`src/rtl/sdaf_pkg.sv`:
```
// Shared constants, types and state encoding of the decimal ASCII formatter.
package sdaf_pkg;

    localparam int unsigned VALUE_W    = 32;
    localparam int unsigned BCD_DIGITS = 10;
    localparam int unsigned BCD_W      = 4 * BCD_DIGITS;
    localparam int unsigned CHAR_W     = 8;
    localparam int unsigned PAD_W      = 4;
    localparam int unsigned POS_W      = 4;
    localparam int unsigned MAX_DIGITS = 10;

    localparam logic [CHAR_W-1:0] ASCII_ZERO  = 8'd48;
    localparam logic [CHAR_W-1:0] ASCII_NINE  = 8'd57;
    localparam logic [CHAR_W-1:0] ASCII_DOT   = 8'd46;
    localparam logic [CHAR_W-1:0] ASCII_MINUS = 8'd45;

    typedef enum logic [2:0] {
        ST_IDLE,
        ST_CONV,
        ST_SIGN,
        ST_DIGIT,
        ST_DOT
    } t_state;

    // Status of the shift-add-3 converter as seen by the sequencer.
    typedef struct packed {
        logic busy;
        logic done;
    } t_dd_stat;

endpackage

```
`src/rtl/sdaf_in_if.sv`:
```
// Request channel carrying a number and its formatting flags.
interface sdaf_in_if;
    logic                                 valid;
    logic                                 ready;
    logic signed [sdaf_pkg::VALUE_W-1:0]  value;
    logic                                 decimal_mode;
    logic                                 pad_mode;
    logic        [sdaf_pkg::PAD_W-1:0]    pad_digits;

    modport source (output valid, output value, output decimal_mode, output pad_mode,
                    output pad_digits, input ready);
    modport sink   (input valid, input value, input decimal_mode, input pad_mode,
                    input pad_digits, output ready);
endinterface

```
`src/rtl/sdaf_out_if.sv`:
```
// Result channel carrying the characters of each request, one ASCII character per transfer.
interface sdaf_out_if;
    logic                          valid;
    logic                          ready;
    logic [sdaf_pkg::CHAR_W-1:0]   char_code;
    logic                          last_char;

    modport source (output valid, output char_code, output last_char, input ready);
    modport sink   (input valid, input char_code, input last_char, output ready);
endinterface

```
`src/rtl/sdaf_dd.sv`:
```
// Bit-serial binary to BCD converter (shift-add-3), one bit per cycle.
module sdaf_dd (
    input  logic                          i_clk,
    input  logic                          i_rst_n,
    input  logic                          i_start,
    input  logic [sdaf_pkg::VALUE_W-1:0]  i_bin,
    output logic [sdaf_pkg::BCD_W-1:0]    o_bcd,
    output sdaf_pkg::t_dd_stat            o_stat
);

    localparam int unsigned CNT_W = $clog2(sdaf_pkg::VALUE_W);
    localparam logic [CNT_W-1:0] CNT_LAST = CNT_W'(sdaf_pkg::VALUE_W - 1);

    logic [sdaf_pkg::VALUE_W-1:0] r_bin;
    logic [sdaf_pkg::BCD_W-1:0]   r_bcd;
    logic [sdaf_pkg::BCD_W-1:0]   w_adj;
    logic [CNT_W-1:0]             r_cnt;
    logic                         r_busy;
    logic                         r_done;

    // Every digit of five or more gets three added before the shift.
    always_comb begin
        for (int k = 0; k < sdaf_pkg::BCD_DIGITS; k++) begin
            if (r_bcd[4*k +: 4] >= 4'd5) begin
                w_adj[4*k +: 4] = r_bcd[4*k +: 4] + 4'd3;
            end else begin
                w_adj[4*k +: 4] = r_bcd[4*k +: 4];
            end
        end
    end

    always_ff @(posedge i_clk) begin
        if (!i_rst_n) begin
            r_busy <= 1'b0;
            r_done <= 1'b0;
            r_cnt  <= '0;
        end else begin
            r_done <= 1'b0;
            if (i_start) begin
                r_busy <= 1'b1;
                r_cnt  <= '0;
            end else if (r_busy) begin
                r_cnt <= r_cnt + 1'b1;
                if (r_cnt == CNT_LAST) begin
                    r_busy <= 1'b0;
                    r_done <= 1'b1;
                end
            end
        end
    end

    always_ff @(posedge i_clk) begin
        if (i_start) begin
            r_bin <= i_bin;
            r_bcd <= '0;
        end else if (r_busy) begin
            r_bcd <= {w_adj[sdaf_pkg::BCD_W-2:0], r_bin[sdaf_pkg::VALUE_W-1]};
            r_bin <= {r_bin[sdaf_pkg::VALUE_W-2:0], 1'b0};
        end
    end

    assign o_bcd       = r_bcd;
    assign o_stat.busy = r_busy;
    assign o_stat.done = r_done;

endmodule

```
`src/rtl/signed_decimal_ascii_formatter.sv`:
```
// After a request is accepted, the converter runs its 32 shift steps and the
// sequencer then loads the characters, 1 to 12 of them, into the output register;
// a new request is taken only once the last one of them has been loaded.
// Characters then leave one per cycle while the consumer takes them.
// Reset (synchronous, active low) returns the sequencer to idle and empties
// the output register; the data registers are not cleared.
module signed_decimal_ascii_formatter (
    input  logic       i_clk,
    input  logic       i_rst_n,
    sdaf_in_if.sink    i_in,
    sdaf_out_if.source o_out
);

    // Converter interface. The magnitude is formed on the request edge so the
    // converter starts shifting in the very next cycle.
    logic [sdaf_pkg::VALUE_W-1:0] w_mag;
    logic [sdaf_pkg::BCD_W-1:0]   w_bcd;
    sdaf_pkg::t_dd_stat           w_dd_stat;
    logic                         w_accept;

    // Request attributes kept for the whole emission.
    logic                         r_neg;
    logic                         r_dec;
    logic                         r_pad;
    logic [sdaf_pkg::POS_W-1:0]   r_pad_n;
    logic [sdaf_pkg::POS_W-1:0]   w_pad_n;
    logic                         w_dec_eff;

    // Sequencer.
    sdaf_pkg::t_state             r_state;
    sdaf_pkg::t_state             n_state;
    logic [sdaf_pkg::POS_W-1:0]   r_pos;
    logic [sdaf_pkg::POS_W-1:0]   n_pos;
    logic [sdaf_pkg::POS_W-1:0]   w_top;
    logic [3:0]                   w_dig [sdaf_pkg::BCD_DIGITS];
    logic [sdaf_pkg::CHAR_W-1:0]  w_digit_char;

    // Output register and what the sequencer loads into it.
    logic                         r_out_valid;
    logic [sdaf_pkg::CHAR_W-1:0]  r_char;
    logic                         r_last;
    logic                         w_slot;
    logic                         w_emit;
    logic [sdaf_pkg::CHAR_W-1:0]  w_char;
    logic                         w_last;

    assign i_in.ready = (r_state == sdaf_pkg::ST_IDLE) && !w_dd_stat.busy;
    assign w_accept   = i_in.valid && i_in.ready;

    // Two's complement negation; the most negative value maps onto its
    // unsigned magnitude, which the converter handles like any other.
    assign w_mag = i_in.value[sdaf_pkg::VALUE_W-1]
                 ? (sdaf_pkg::VALUE_W'(0) - $unsigned(i_in.value))
                 : $unsigned(i_in.value);

    // A pad width of zero prints one digit, a width above the maximum saturates.
    always_comb begin
        if (i_in.pad_digits == '0) begin
            w_pad_n = sdaf_pkg::POS_W'(1);
        end else if (i_in.pad_digits > sdaf_pkg::PAD_W'(sdaf_pkg::MAX_DIGITS)) begin
            w_pad_n = sdaf_pkg::POS_W'(sdaf_pkg::MAX_DIGITS);
        end else begin
            w_pad_n = i_in.pad_digits;
        end
    end

    sdaf_dd u_dd (
        .i_clk   (i_clk),
        .i_rst_n (i_rst_n),
        .i_start (w_accept),
        .i_bin   (w_mag),
        .o_bcd   (w_bcd),
        .o_stat  (w_dd_stat)
    );

    always_ff @(posedge i_clk) begin
        if (w_accept) begin
            r_neg   <= i_in.value[sdaf_pkg::VALUE_W-1];
            r_dec   <= i_in.decimal_mode;
            r_pad   <= i_in.pad_mode;
            r_pad_n <= w_pad_n;
        end
    end

    // Padded mode overrides decimal mode.
    assign w_dec_eff = r_dec && !r_pad;

    // Split the BCD word into digits and find the highest nonzero one. Zero
    // still prints one digit, and decimal mode always keeps an integer digit
    // in front of the point.
    always_comb begin
        w_top = sdaf_pkg::POS_W'(1);
        for (int k = 0; k < sdaf_pkg::BCD_DIGITS; k++) begin
            w_dig[k] = w_bcd[4*k +: 4];
            if (w_bcd[4*k +: 4] != 4'd0) begin
                w_top = sdaf_pkg::POS_W'(k + 1);
            end
        end
        if (w_dec_eff && (w_top < sdaf_pkg::POS_W'(2))) begin
            w_top = sdaf_pkg::POS_W'(2);
        end
    end

    // r_pos counts the digits still to print; the digit printed is r_pos - 1.
    assign w_digit_char = sdaf_pkg::ASCII_ZERO
                        + {4'd0, w_dig[r_pos - sdaf_pkg::POS_W'(1)]};

    // The output register can take a character when it is empty or when its
    // current character leaves in this cycle.
    assign w_slot = !r_out_valid || o_out.ready;

    always_ff @(posedge i_clk) begin
        if (!i_rst_n) begin
            r_state <= sdaf_pkg::ST_IDLE;
            r_pos   <= '0;
        end else begin
            r_state <= n_state;
            r_pos   <= n_pos;
        end
    end

    always_comb begin
        n_state = r_state;
        n_pos   = r_pos;
        w_emit  = 1'b0;
        w_char  = sdaf_pkg::ASCII_ZERO;
        w_last  = 1'b0;
        unique case (r_state)
            sdaf_pkg::ST_IDLE: begin
                if (w_accept) begin
                    n_state = sdaf_pkg::ST_CONV;
                end
            end
            sdaf_pkg::ST_CONV: begin
                // Wait for the converter, then pick the digit count.
                if (w_dd_stat.done) begin
                    if (r_pad) begin
                        n_pos   = r_pad_n;
                        n_state = sdaf_pkg::ST_DIGIT;
                    end else begin
                        n_pos   = w_top;
                        n_state = r_neg ? sdaf_pkg::ST_SIGN : sdaf_pkg::ST_DIGIT;
                    end
                end
            end
            sdaf_pkg::ST_SIGN: begin
                if (w_slot) begin
                    w_emit  = 1'b1;
                    w_char  = sdaf_pkg::ASCII_MINUS;
                    n_state = sdaf_pkg::ST_DIGIT;
                end
            end
            sdaf_pkg::ST_DIGIT: begin
                if (w_slot) begin
                    w_emit = 1'b1;
                    w_char = w_digit_char;
                    w_last = (r_pos == sdaf_pkg::POS_W'(1));
                    n_pos  = r_pos - sdaf_pkg::POS_W'(1);
                    if (r_pos == sdaf_pkg::POS_W'(1)) begin
                        n_state = sdaf_pkg::ST_IDLE;
                    end else if (w_dec_eff && (r_pos == sdaf_pkg::POS_W'(2))) begin
                        n_state = sdaf_pkg::ST_DOT;
                    end
                end
            end
            sdaf_pkg::ST_DOT: begin
                if (w_slot) begin
                    w_emit  = 1'b1;
                    w_char  = sdaf_pkg::ASCII_DOT;
                    n_state = sdaf_pkg::ST_DIGIT;
                end
            end
            default: begin
                n_state = sdaf_pkg::ST_IDLE;
            end
        endcase
    end

    always_ff @(posedge i_clk) begin
        if (!i_rst_n) begin
            r_out_valid <= 1'b0;
        end else if (w_emit) begin
            r_out_valid <= 1'b1;
        end else if (o_out.ready) begin
            r_out_valid <= 1'b0;
        end
    end

    always_ff @(posedge i_clk) begin
        if (w_emit) begin
            r_char <= w_char;
            r_last <= w_last;
        end
    end

    assign o_out.valid     = r_out_valid;
    assign o_out.char_code = r_char;
    assign o_out.last_char = r_last;

endmodule

```
`src/flat_wrapper.sv`:
```
// flat-port wrapper written by rule: the top's interface ports become plain ports
module signed_decimal_ascii_formatter_flat 
  (i_clk, i_rst_n, i_in_valid, i_in_value, i_in_decimal_mode, i_in_pad_mode, i_in_pad_digits, i_in_ready, o_out_valid, o_out_char_code, o_out_last_char, o_out_ready);
  sdaf_in_if i_in_i ();
  sdaf_out_if o_out_i ();
  input  logic i_clk;
  input  logic i_rst_n;
  input wire logic [$bits(i_in_i.valid)-1:0] i_in_valid;
  input wire logic [$bits(i_in_i.value)-1:0] i_in_value;
  input wire logic [$bits(i_in_i.decimal_mode)-1:0] i_in_decimal_mode;
  input wire logic [$bits(i_in_i.pad_mode)-1:0] i_in_pad_mode;
  input wire logic [$bits(i_in_i.pad_digits)-1:0] i_in_pad_digits;
  output wire logic [$bits(i_in_i.ready)-1:0] i_in_ready;
  output wire logic [$bits(o_out_i.valid)-1:0] o_out_valid;
  output wire logic [$bits(o_out_i.char_code)-1:0] o_out_char_code;
  output wire logic [$bits(o_out_i.last_char)-1:0] o_out_last_char;
  input wire logic [$bits(o_out_i.ready)-1:0] o_out_ready;
  assign i_in_i.valid = i_in_valid;
  assign i_in_i.value = i_in_value;
  assign i_in_i.decimal_mode = i_in_decimal_mode;
  assign i_in_i.pad_mode = i_in_pad_mode;
  assign i_in_i.pad_digits = i_in_pad_digits;
  assign i_in_ready = i_in_i.ready;
  assign o_out_valid = o_out_i.valid;
  assign o_out_char_code = o_out_i.char_code;
  assign o_out_last_char = o_out_i.last_char;
  assign o_out_i.ready = o_out_ready;
  signed_decimal_ascii_formatter u_core (.i_clk(i_clk), .i_rst_n(i_rst_n), .i_in(i_in_i), .o_out(o_out_i));
endmodule
```
`config.mk`:
```
export PLATFORM = sky130hd
export DESIGN_NAME = signed_decimal_ascii_formatter_flat
export DESIGN_NICKNAME = d
export VERILOG_FILES = /design/src/rtl/sdaf_pkg.sv /design/src/rtl/sdaf_in_if.sv /design/src/rtl/sdaf_out_if.sv /design/src/rtl/sdaf_dd.sv /design/src/rtl/signed_decimal_ascii_formatter.sv /design/src/flat_wrapper.sv
export SDC_FILE = /design/constraint.sdc
export NUM_CORES = 1
export LEC_CHECK = 0
export BUFFER_PORTS_ARGS = -buffer_cell sky130_fd_sc_hd__buf_2
export CELL_PAD_IN_SITES_DETAIL_PLACEMENT = 1
export CELL_PAD_IN_SITES_GLOBAL_PLACEMENT = 1
export CORE_UTILIZATION = 50
export DETAILED_ROUTE_END_ITERATION = 6
export PLACE_DENSITY = 0.95
export SLEW_MARGIN = 20
export SYNTH_ARGS = -nofsm -noshare
export SYNTH_HDL_FRONTEND = slang
export SYNTH_SLANG_ARGS = --single-unit
export TNS_END_PERCENT = 30
```
`constraint.sdc`:
```
create_clock -name i_clk -period 5 [get_ports i_clk]
set_input_delay 0.25 -clock i_clk [delete_from_list [all_inputs] [get_ports i_clk]]
set_output_delay 0.25 -clock i_clk [all_outputs]
set_load 0.01 [all_outputs]
```
==> qor.yml, run 1 <==
outcome:
  outcome: "finished clean"
worst_setup_path:
  crit_end: "u_core.o_out.char_code[2]"
  crit_start: "u_core.r_pos[0]"
  cp_max_fo: 19
  worstReg2RegStart: "u_core.r_pos[0]"
  rrSetupSlack_ns: 2.16
  cp.depth: 6
  critPathKind: "flop to flop"
  timing.critical_path.required_ns: 5.09
  crit_path_cell_trace: "inv_1 -> ha_1 -> mux4_2 -> mux2_2 -> nand3_1 -> o211ai_1"
  path_buf_inv: 1
  critical_path.reg2reg.endpoint: "u_core.o_out.char_code[2]"
  critPathTopFamily: "flip-flops"
  worst-endpoint-arrival_ns: 2.93
  crit_slowest_cell: "sky130_fd_sc_hd__dfxtp_1"
  crit_path_end_kind: "flop"
  worst_r2r_path_depth: 6
  critPathMaxStageDelay_ns: 0.90
  critPathLaunchType: "flop"
run:
  drv_cap: 0
floorplanning:
  core_area_um2: 12000
  floorplan.io_pins: 53
  effective_utilization_at_floorplan: 0.512
  die_x_um: 113
  rows: 40
  fp.dieArea_um2: 12700
  die_y_um: 113
min_path:
  hold_class: "input pin to flop"
sta:
  drv_slew: 0
  unrepaired_setup_endpoints_after_global_routing: "no"
  finalHoldViolCount: 0
  fin_worst_skew_ns: 0.00807
  fin_hold_ws_ns: 0.0725
  tightest_slew_ns: 0.960
  clock.fmax_ghz: 0.352
  period_needed_ns: 2.84
  tns_ns: 0
  layout_worst_path_cycle_share: 0.569
  setup-violations-final: 0
  relSlewSlack: 0.354
final_layout:
  drive_above_1_share: 0.125
  syn_to_final_growth_pct: 9.41
  final_instance_count_without_filler_cells: 851
  post_layout_util: 0.561
  nets: 770
  antennaDiodeCount: 0
  final_design_area_no_fill_um2: 6710
  nFillCells: 1399
synthesis:
  combinational_family_with_the_most_area_after_synthesis: "simple AND/OR/NAND/NOR gates"
  syn_area_um2: 6130
  postSynth.asyncResetShare: 0
  yosysWarnings: 0
  postSynth.topFlopCell: "sky130_fd_sc_hd__dfxtp_1"
  yosys.area.top_type_share: 0.220
  postSynthCellCount: 669
  netlist_top_cells_count: "sky130_fd_sc_hd__nand2_1 (91), sky130_fd_sc_hd__o21ai_0 (57), sky130_fd_sc_hd__dfxtp_1 (55)"
  synthMostInstantiatedCell: "sky130_fd_sc_hd__nand2_1"
  yosys.area_share.simple: 0.179
  synth-compound-area-share: 0.168
  ys_types: 66
  ys_ff_latch: 100
  synth-xor-area-share: 0.0772
  ys_top_cells_by_area: "sky130_fd_sc_hd__edfxtp_1 (22%), sky130_fd_sc_hd__dfxtp_1 (18%), sky130_fd_sc_hd__ha_1 (5.9%)"
  adder_cell_share_of_the_synthesized_area: 0.0592
  avgSynthCellArea_um2: 9.16
  ys_seq_area_frac: 0.400
  synth_enable_flop_cells: 45
  synth.mux.area_fraction: 0.0641
  yosys.area.top_type: "sky130_fd_sc_hd__edfxtp_1"
clock_tree:
  cts_tree: "built"
  ctsRootBufferMaster: "sky130_fd_sc_hd__clkbuf_16"
  tritoncts_num_sinks: 100
  hold_buffers: 0
  clk-insertion-delay-late_ns: 0.35
  clock_buffer_count_from_cts: 9
  clock_tree.buffer_depth: 2
  cts.reportedPaths.clkPinSlew_ns: 0.07
  ctsHtreeMaxLevel: 3
  postCtsSetupBuffers: 0
  cts-resized-gates: 0
power_and_ir_drop:
  power_per_cell_area_nw_per_um2: 291
  worst_ir_drop_vdd_mv: 0.162
  total_leakage_power_nw: 2.53
placed_design:
  postPlaceCellArea_um2: 6410
  final_estimated_routing_congestion_in_global_placement: 0.880
  buffer_ports.inserted: 49
  dp.final_hpwl_um: 11900
  numPlacedInstances: 835
global_routing:
  antenna_violations_before_repair: 0
  maximum_number_of_pins_on_one_net_before_global_route_repair: 77
  groute.usage.overall: 0.273
  wire_length_of_the_first_global_routing_pass_um: 27400
  globalRoute.totalOverflow: 0
  number_of_global_route_vias_before_repair: 5490
detailed_routing:
  post-route-drc-count: 0
  dr_vias_cell: 6.16
  routed_wirelength_um: 16600
  wire_per_inst_um: 19.6
  drt_pass_1_iters: 4
  postRouteAntennaNets: 0
  drt_iter0_drc: 244
  route.vias.total: 5244
[worst min path at each step]
stage                      start      endpoint  slack (ns)  cells after the start
5_1_grt            i_in_pad_mode  u_core.r_pad        0.07                      1
2_1_floorplan  i_in_decimal_mode  u_core.r_dec        0.35                      0
4_1_cts        i_in_decimal_mode  u_core.r_dec        0.06                      1
6_report       i_in_decimal_mode  u_core.r_dec        0.07                      1
3_5_place_dp       i_in_pad_mode  u_core.r_pad        0.44                      1
3_3_place_gp       i_in_pad_mode  u_core.r_pad        0.43                      1
[routing by layer]
layer / track usage / part of all wire / vias up
met5: 0 / 0 / -
met4: 0.121 / 0.032 / 0
met3: 0.0648 / 0.043 / 45
met2: 0.497 / 0.52 / 144
met1: 0.304 / 0.40 / 2597
li1: - / - / 2458
[final cells by class]
class / instances / area [um2] / share of cell area
inverters: 32 / 120 / 0.0179
repair buffers: 54 / 283 / 0.0422
well taps: 147 / 184 / 0.0274
clock inverters: 1 / 5.00 / 0.000746
multi-input cells: 502 / 3370 / 0.503
flip-flops and latches: 100 / 2450 / 0.366
clock buffers: 15 / 289 / 0.0431
[per-stage QoR]
| step | power (mW) | worst slack [ns] |
|---|---|---|
| 2_1_floorplan | 1.18 | 2.15 |
| 3_3_place_gp | 1.25 | 2.40 |
| 3_5_place_dp | 1.27 | 2.22 |
| 4_1_cts | 1.97 | 2.17 |
| 5_1_grt | 2.03 | 2.02 |
| 6_report | 1.95 | 2.16 |
[sequential cells by signal (all words and copies together), names as in the netlist]
signal and cells:
u_core.o_out.last_char 1, u_core.r_pos 4, u_core.r_state 3, u_core.u_dd.r_cnt 5
u_core.o_out.valid 1, u_core.o_out.char_code 5, u_core.u_dd.o_bcd 40, u_core.u_dd.r_done 1
u_core.r_dec 1, u_core.r_pad 1, u_core.u_dd.r_bin 32, u_core.r_pad_n 4
u_core.r_neg 1, u_core.u_dd.r_busy 1
[power breakdown]
part,internal [mW],leakage (nW),total (mW),switching (mW)
logic,0.0949,1.50,0.278,0.183
registers,0.941,0.888,0.980,0.0388
clock network,0.395,0.145,0.696,0.301
[cells in the final DEF (no fill, tap or decap), types with 3 or more instances in the layout]
cell type / Yosys / routed
sky130_fd_sc_hd__or3_1: 3 / 3
sky130_fd_sc_hd__nand2b_1: 14 / 14
sky130_fd_sc_hd__buf_4: 3 / 5
sky130_fd_sc_hd__nand3_1: 22 / 22
sky130_fd_sc_hd__o31ai_1: 27 / 27
sky130_fd_sc_hd__nor4_1: 6 / 6
sky130_fd_sc_hd__buf_2: 2 / 49
sky130_fd_sc_hd__dfxtp_1: 55 / 54
sky130_fd_sc_hd__mux2i_1: 19 / 19
sky130_fd_sc_hd__o21ai_0: 57 / 57
sky130_fd_sc_hd__o41ai_1: 5 / 5
sky130_fd_sc_hd__nor3_1: 8 / 8
sky130_fd_sc_hd__o41ai_2: 3 / 3
sky130_fd_sc_hd__clkbuf_1: 21 / 3
sky130_fd_sc_hd__conb_1: 2 / 3
sky130_fd_sc_hd__ha_1: 29 / 29
sky130_fd_sc_hd__a21oi_1: 33 / 33
sky130_fd_sc_hd__nor2b_1: 6 / 6
sky130_fd_sc_hd__nand4_1: 5 / 5
sky130_fd_sc_hd__nor2_1: 36 / 36
sky130_fd_sc_hd__nand2_1: 91 / 90
sky130_fd_sc_hd__or4_1: 4 / 4
sky130_fd_sc_hd__a21o_1: 3 / 3
sky130_fd_sc_hd__xnor2_1: 16 / 16
sky130_fd_sc_hd__mux4_2: 8 / 8
sky130_fd_sc_hd__inv_1: 31 / 31
sky130_fd_sc_hd__xor2_1: 38 / 38
sky130_fd_sc_hd__clkbuf_16: 0 / 10
sky130_fd_sc_hd__a21boi_0: 3 / 3
sky130_fd_sc_hd__o21ai_1: 7 / 7
sky130_fd_sc_hd__nor3b_1: 9 / 9
sky130_fd_sc_hd__edfxtp_1: 45 / 45
sky130_fd_sc_hd__and3_1: 5 / 5
sky130_fd_sc_hd__nand3b_1: 3 / 3
[logic make-up after synthesis]
family / Yosys count
AOI/OAI and AO/OA: 162
xor gates and xnor gates: 54
adders and majority gates: 29
buffers and inverters: 68
DFF: 100
muxes: 29
other: 2
and+or+nand+nor: 225
Power figures use the tool's default switching activity.
==> run 2, diff against run 1 <==
Settings changed: CORE_UTILIZATION 50 to 47, PLACE_DENSITY 0.95 to 0.9.
Clock period 5 ns to 2.67 ns, I/O delays scaled along.
==> run 2 against run 1 <==
Largest cell class unchanged. Critical path type unchanged. Combinational power is 94% higher. Count of clock-buffer cells in the layout fell by 3. Maximum frequency up 22%. First-iteration DRC count down 1.6%.
==> qor.yml, run 2 (synthesized netlist as in run 1, its figures left out) <==
final_layout:
  syn_to_final_growth_pct: 11.2
  final_cell_mix: "sky130_fd_sc_hd__nand2_1 (90), sky130_fd_sc_hd__o21ai_0 (57), sky130_fd_sc_hd__dfxtp_1 (54)"
  nets: 777
  drive_above_1_share: 0.132
  number_of_flip_flops_in_the_largest_register: 40
  final_common_cell: "sky130_fd_sc_hd__nand2_1"
  final_instance_count_without_filler_cells: 883
  antennaDiodeCount: 0
sta:
  setup-violations-final: 0
  tns_ns: 0
  finalHoldViolCount: 0
  layout_worst_path_cycle_share: 0.876
  tightest_slew_ns: 0.838
  relSlewSlack: 0.441
  fin_worst_skew_ns: 0.0138
  drv_slew: 0
  fin_hold_ws_ns: 0.0228
  unrepaired_setup_endpoints_after_global_routing: "no"
  period_needed_ns: 2.34
  clock.fmax_ghz: 0.428
global_routing:
  number_of_global_route_vias_before_repair: 5236
  antenna_violations_before_repair: 1
  wire_length_of_the_first_global_routing_pass_um: 25100
  globalRoute.totalOverflow: 0
  maximum_number_of_pins_on_one_net_before_global_route_repair: 77
  groute.usage.overall: 0.239
detailed_routing:
  dr_vias_cell: 5.78
  drt_iter0_drc: 240
  drt_pass_1_iters: 4
  wire_per_inst_um: 17.4
  post-route-drc-count: 0
  postRouteAntennaNets: 0
  route.vias.total: 5104
  routed_wirelength_um: 15300
floorplanning:
  floorplan.io_pins: 53
  effective_utilization_at_floorplan: 0.484
  fp.dieArea_um2: 13500
  die_y_um: 116
  core_area_um2: 12700
  rows: 41
  die_x_um: 116
clock_tree:
  ctsHtreeMaxLevel: 3
  postCtsSetupBuffers: 0
  tritoncts_num_sinks: 100
  cts.reportedPaths.clkPinSlew_ns: 0.07
  clock_buffer_count_from_cts: 9
  cts_tree: "built"
  clock_tree.buffer_depth: 2
  ctsRootBufferMaster: "sky130_fd_sc_hd__clkbuf_16"
  clk-insertion-delay-late_ns: 0.36
  cts-resized-gates: 0
  hold_buffers: 2
power_and_ir_drop:
  net-switching-power_uw: 999
  total_leakage_power_nw: 2.56
  power_report.internal_total_mw: 2.63
  switching_share: 0.276
  clkPwrFrac: 0.348
  seq_power_share: 0.503
  worst_ir_drop_vdd_mv: 0.268
  combinational_fraction_of_design_power: 0.149
  power_per_cell_area_nw_per_um2: 532
worst_setup_path:
  critPathKind: "flop to flop"
  path_buf_inv: 1
  critPathLaunchType: "flop"
  critPathMaxStageDelay_ns: 0.49
  worst-endpoint-arrival_ns: 2.59
  cp_max_fo: 4
  timing.critical_path.required_ns: 2.92
  crit_path_cell_trace: "inv_1 -> ha_1 -> or3b_2 -> nor4b_1 -> nand3b_1 -> a311oi_1 -> o311a_1"
  crit_path_end_kind: "flop"
  critPathTopFamily: "simple AND/OR/NAND/NOR gates"
  crit_slowest_cell: "sky130_fd_sc_hd__or3b_2"
placed_design:
  final_estimated_routing_congestion_in_global_placement: 0.813
  buffer_ports.inserted: 49
  numPlacedInstances: 865
  dp.final_hpwl_um: 11100
min_path:
  hold_class: "input pin to flop"
outcome:
  outcome: "finished clean"
run:
  drv_cap: 0
## run 2: path summary, 6_finish.rpt
kind / slack, ns / end / start / depth (start not counted)
setup / recovery: 0.33 / u_core.r_pos[1] / u_core.u_dd.o_bcd[5] / 7
setup reg to reg: 0.33 / u_core.r_pos[1] / u_core.u_dd.o_bcd[5] / 7
hold reg to reg: 0.49 / u_core.u_dd.o_bcd[0] / u_core.u_dd.r_bin[31] / 2
hold / removal: 0.02 / u_core.r_pad_n[3] / i_in_pad_digits[3] / 1
## run 2: layer usage
metal	part of all wire	wire, um	GRT usage	vias to the layer above
li1	-	-	-	2479
met1	0.43	6560	0.276	2488
met2	0.52	7910	0.439	105
met3	0.032	489	0.0415	30
met4	0.023	348	0.0923	2
met5	0.0011	17	0	-
## run 2: per-stage QoR
stage               area, um2   util  worst slack, ns  total power, mW
global route             6820  0.538            0.175             3.78
detailed placement       6520  0.514            0.215             2.40
CTS                      6820  0.538            0.323             3.66
global placement         6520  0.514            0.290             2.36
floorplan                6130      -          0.00976             2.20
finish                   6820  0.538            0.332             3.62
## run 2: cell type report
| class | instances | area, um2 |
|---|---|---|
| clock buffer | 12 | 246 |
| clock inverter | 4 | 31.3 |
| fill | 1500 | 5860 |
| inverter | 32 | 120 |
| multi-input combinational | 502 | 3370 |
| sequential | 100 | 2450 |
| tap | 172 | 215 |
| timing repair buffer | 61 | 378 |
## run 2: power by group through the flow
stage               clock (mW)  combinational, mW  sequential, mW
floorplan                    0              0.369            1.83
global placement             0              0.507            1.85
detailed placement           0              0.539            1.86
CTS                       1.29              0.545            1.82
global route              1.34              0.604            1.84
finish                    1.26              0.539            1.82
==> run 3, diff against run 2 <==
Settings changed: ABC_AREA set to 1, CORE_UTILIZATION 47 to 44, PLACE_DENSITY 0.9 to 0.89.
Clock period 2.67 ns to 2.32 ns, I/O delays scaled along.
==> run 3 against run 2 <==
Area after synthesis grew 1.0%. Count of clock-buffer cells in the layout is 3 lower. Global-route usage up 0.51 points. Clock skew down 0.0051 ns. Non-clock buffer count is the same. Critical path type unchanged. Worst hold slack improved by 0.023 ns. Final cell count rose by 20%. Register-to-register slack better by 0.09 ns. Maximum frequency is 23% higher. Largest power group unchanged.
==> qor.yml, run 3 <==
global_routing:
  number_of_global_route_vias_before_repair: 5836
  groute.usage.overall: 0.244
  wire_length_of_the_first_global_routing_pass_um: 28000
  antenna_violations_before_repair: 0
  maximum_number_of_pins_on_one_net_before_global_route_repair: 63
  globalRoute.totalOverflow: 0
sta:
  relSlewSlack: 0.642
  fin_worst_skew_ns: 0.00868
  fin_hold_ws_ns: 0.0455
  tightest_slew_ns: 0.537
  period_needed_ns: 1.90
  clock.fmax_ghz: 0.527
  tns_ns: 0
  unrepaired_setup_endpoints_after_global_routing: "no"
  finalHoldViolCount: 0
  layout_worst_path_cycle_share: 0.819
  setup-violations-final: 0
  drv_slew: 0
final_layout:
  antennaDiodeCount: 0
  number_of_flip_flops_in_the_largest_register: 40
  nFillCells: 1737
  final_common_cell: "sky130_fd_sc_hd__nand2_1"
  drive_above_1_share: 0.107
  final_cell_mix: "sky130_fd_sc_hd__nand2_1 (171), sky130_fd_sc_hd__inv_1 (107), sky130_fd_sc_hd__nor2_1 (86)"
  nets: 951
  post_layout_util: 0.512
  syn_to_final_growth_pct: 11.7
synthesis:
  yosys.area.top_type: "sky130_fd_sc_hd__edfxtp_1"
  ys_seq_area_frac: 0.396
  ys_types: 46
  syn_area_um2: 6190
  postSynth.topFlopCell: "sky130_fd_sc_hd__dfxtp_1"
  yosysWarnings: 0
  netlist_top_cells_count: "sky130_fd_sc_hd__nand2_1 (171), sky130_fd_sc_hd__inv_1 (107), sky130_fd_sc_hd__nor2_1 (86)"
  synthMostInstantiatedCell: "sky130_fd_sc_hd__nand2_1"
  postSynthCellCount: 835
  yosys.area.top_type_share: 0.218
  synth_enable_flop_cells: 45
  avgSynthCellArea_um2: 7.42
  postSynth.asyncResetShare: 0
  ys_ff_latch: 100
  ys_top_cells_by_area: "sky130_fd_sc_hd__edfxtp_1 (22%), sky130_fd_sc_hd__dfxtp_1 (18%), sky130_fd_sc_hd__nand2_1 (10%)"
min_path:
  hold_depth: 3
  min-delay-start: "i_in_pad_digits[1]"
  hold_class: "input pin to flop"
worst_setup_path:
  worst-endpoint-arrival_ns: 2.01
  critPathLaunchType: "flop"
  crit_start: "u_core.r_state[1]"
  rrSetupSlack_ns: 0.42
  crit_path_end_kind: "flop"
  worstReg2RegStart: "u_core.r_state[1]"
  worst_r2r_path_depth: 8
  cp_max_fo: 62
  critPathKind: "flop to flop"
  timing.critical_path.required_ns: 2.43
detailed_routing:
  postRouteAntennaNets: 0
  wire_per_inst_um: 15.8
  drt_iter0_drc: 286
  routed_wirelength_um: 16700
  dr_vias_cell: 5.37
  post-route-drc-count: 0
  drt_pass_1_iters: 4
  route.vias.total: 5697
clock_tree:
  clk-insertion-delay-late_ns: 0.36
  cts_tree: "built"
  clock_buffer_count_from_cts: 9
  cts.reportedPaths.clkPinSlew_ns: 0.08
  ctsHtreeMaxLevel: 3
  clock_tree.buffer_depth: 2
  cts-resized-gates: 0
  tritoncts_num_sinks: 100
  ctsRootBufferMaster: "sky130_fd_sc_hd__clkbuf_16"
floorplanning:
  core_area_um2: 13500
  die_x_um: 121
  die_y_um: 121
  effective_utilization_at_floorplan: 0.458
  fp.dieArea_um2: 14600
  rows: 42
  floorplan.io_pins: 53
placed_design:
  final_estimated_routing_congestion_in_global_placement: 0.810
  buffer_ports.inserted: 49
  dp.final_hpwl_um: 12500
power_and_ir_drop:
  worst_ir_drop_vdd_mv: 0.408
  power_per_cell_area_nw_per_um2: 930
  total_leakage_power_nw: 2.95
outcome:
  outcome: "finished clean"
run:
  drv_cap: 0
-- run 3: layout make-up --
type / count / area [um2] / share of cell area
well taps: 176 / 220 / 0.0318
repair buffers: 61 / 355 / 0.0514
flip-flops and latches: 100 / 2450 / 0.355
clock inverters: 7 / 57.6 / 0.00832
multi-input cells: 595 / 3180 / 0.460
inverters: 113 / 424 / 0.0613
clock buffers: 9 / 225 / 0.0326
-- run 3: final timing paths --
| kind | end |
|---|---|
| setup / recovery | u_core.u_dd.r_bin[21] |
| hold / removal | u_core.r_pad_n[1] |
| setup reg to reg | u_core.u_dd.r_bin[21] |
| hold reg to reg | u_core.u_dd.r_cnt[2] |
-- run 3: per-layer routing --
layer / vias up / track usage / share of wire
li1: 2864 / - / -
met1: 2714 / 0.298 / 0.45
met2: 89 / 0.426 / 0.50
met3: 30 / 0.0467 / 0.029
met4: 0 / 0.0910 / 0.024
met5: - / 0 / 0
-- run 3: logic make-up after synthesis --
kind of cell             share of synthesized area
AND/OR/NAND/NOR                              0.238
AO/OA/AOI/OAI                                0.175
buffers and inverters                       0.0911
flip-flops                                   0.396
adder cells (fa/ha/maj)                     0.0586
XOR/XNOR                                    0.0382
other                                      0.00121
multiplexers                               0.00162
-- run 3: timing repair --
item,4_1_cts,5_1_grt
hold endpoints to repair,3,0
buffers inserted,0,0
hold buffers,3,0
-- run 3: worst max-delay path, stage by stage, from the launching register on --
cell	delay [ns]
sky130_fd_sc_hd__dfxtp_1	0.37
sky130_fd_sc_hd__nor2_2	0.14
sky130_fd_sc_hd__nand2_2	0.11
sky130_fd_sc_hd__nor3b_4	0.20
sky130_fd_sc_hd__buf_4	0.32
sky130_fd_sc_hd__inv_2	0.09
sky130_fd_sc_hd__buf_12	0.21
sky130_fd_sc_hd__nand2_1	0.11
sky130_fd_sc_hd__o21ai_1	0.07
-- run 3: per-stage QoR --
stage	cells	setup slack, ns	area [um2]	power (mW)
floorplan	836	0.335	6200	4.28
global placement	1042	0.523	6600	4.86
detailed placement	1042	0.419	6600	5.01
CTS	1061	0.414	6910	6.47
global route	1061	0.202	6910	6.86
finish	1061	0.421	6910	6.43
-- run 3: power breakdown --
| group | switching [mW] | total, mW | internal (mW) |
|---|---|---|---|
| Combinational | 1.55 | 2.26 | 0.710 |
| Clock | 0.725 | 1.47 | 0.743 |
| Sequential | 0.214 | 2.70 | 2.49 |
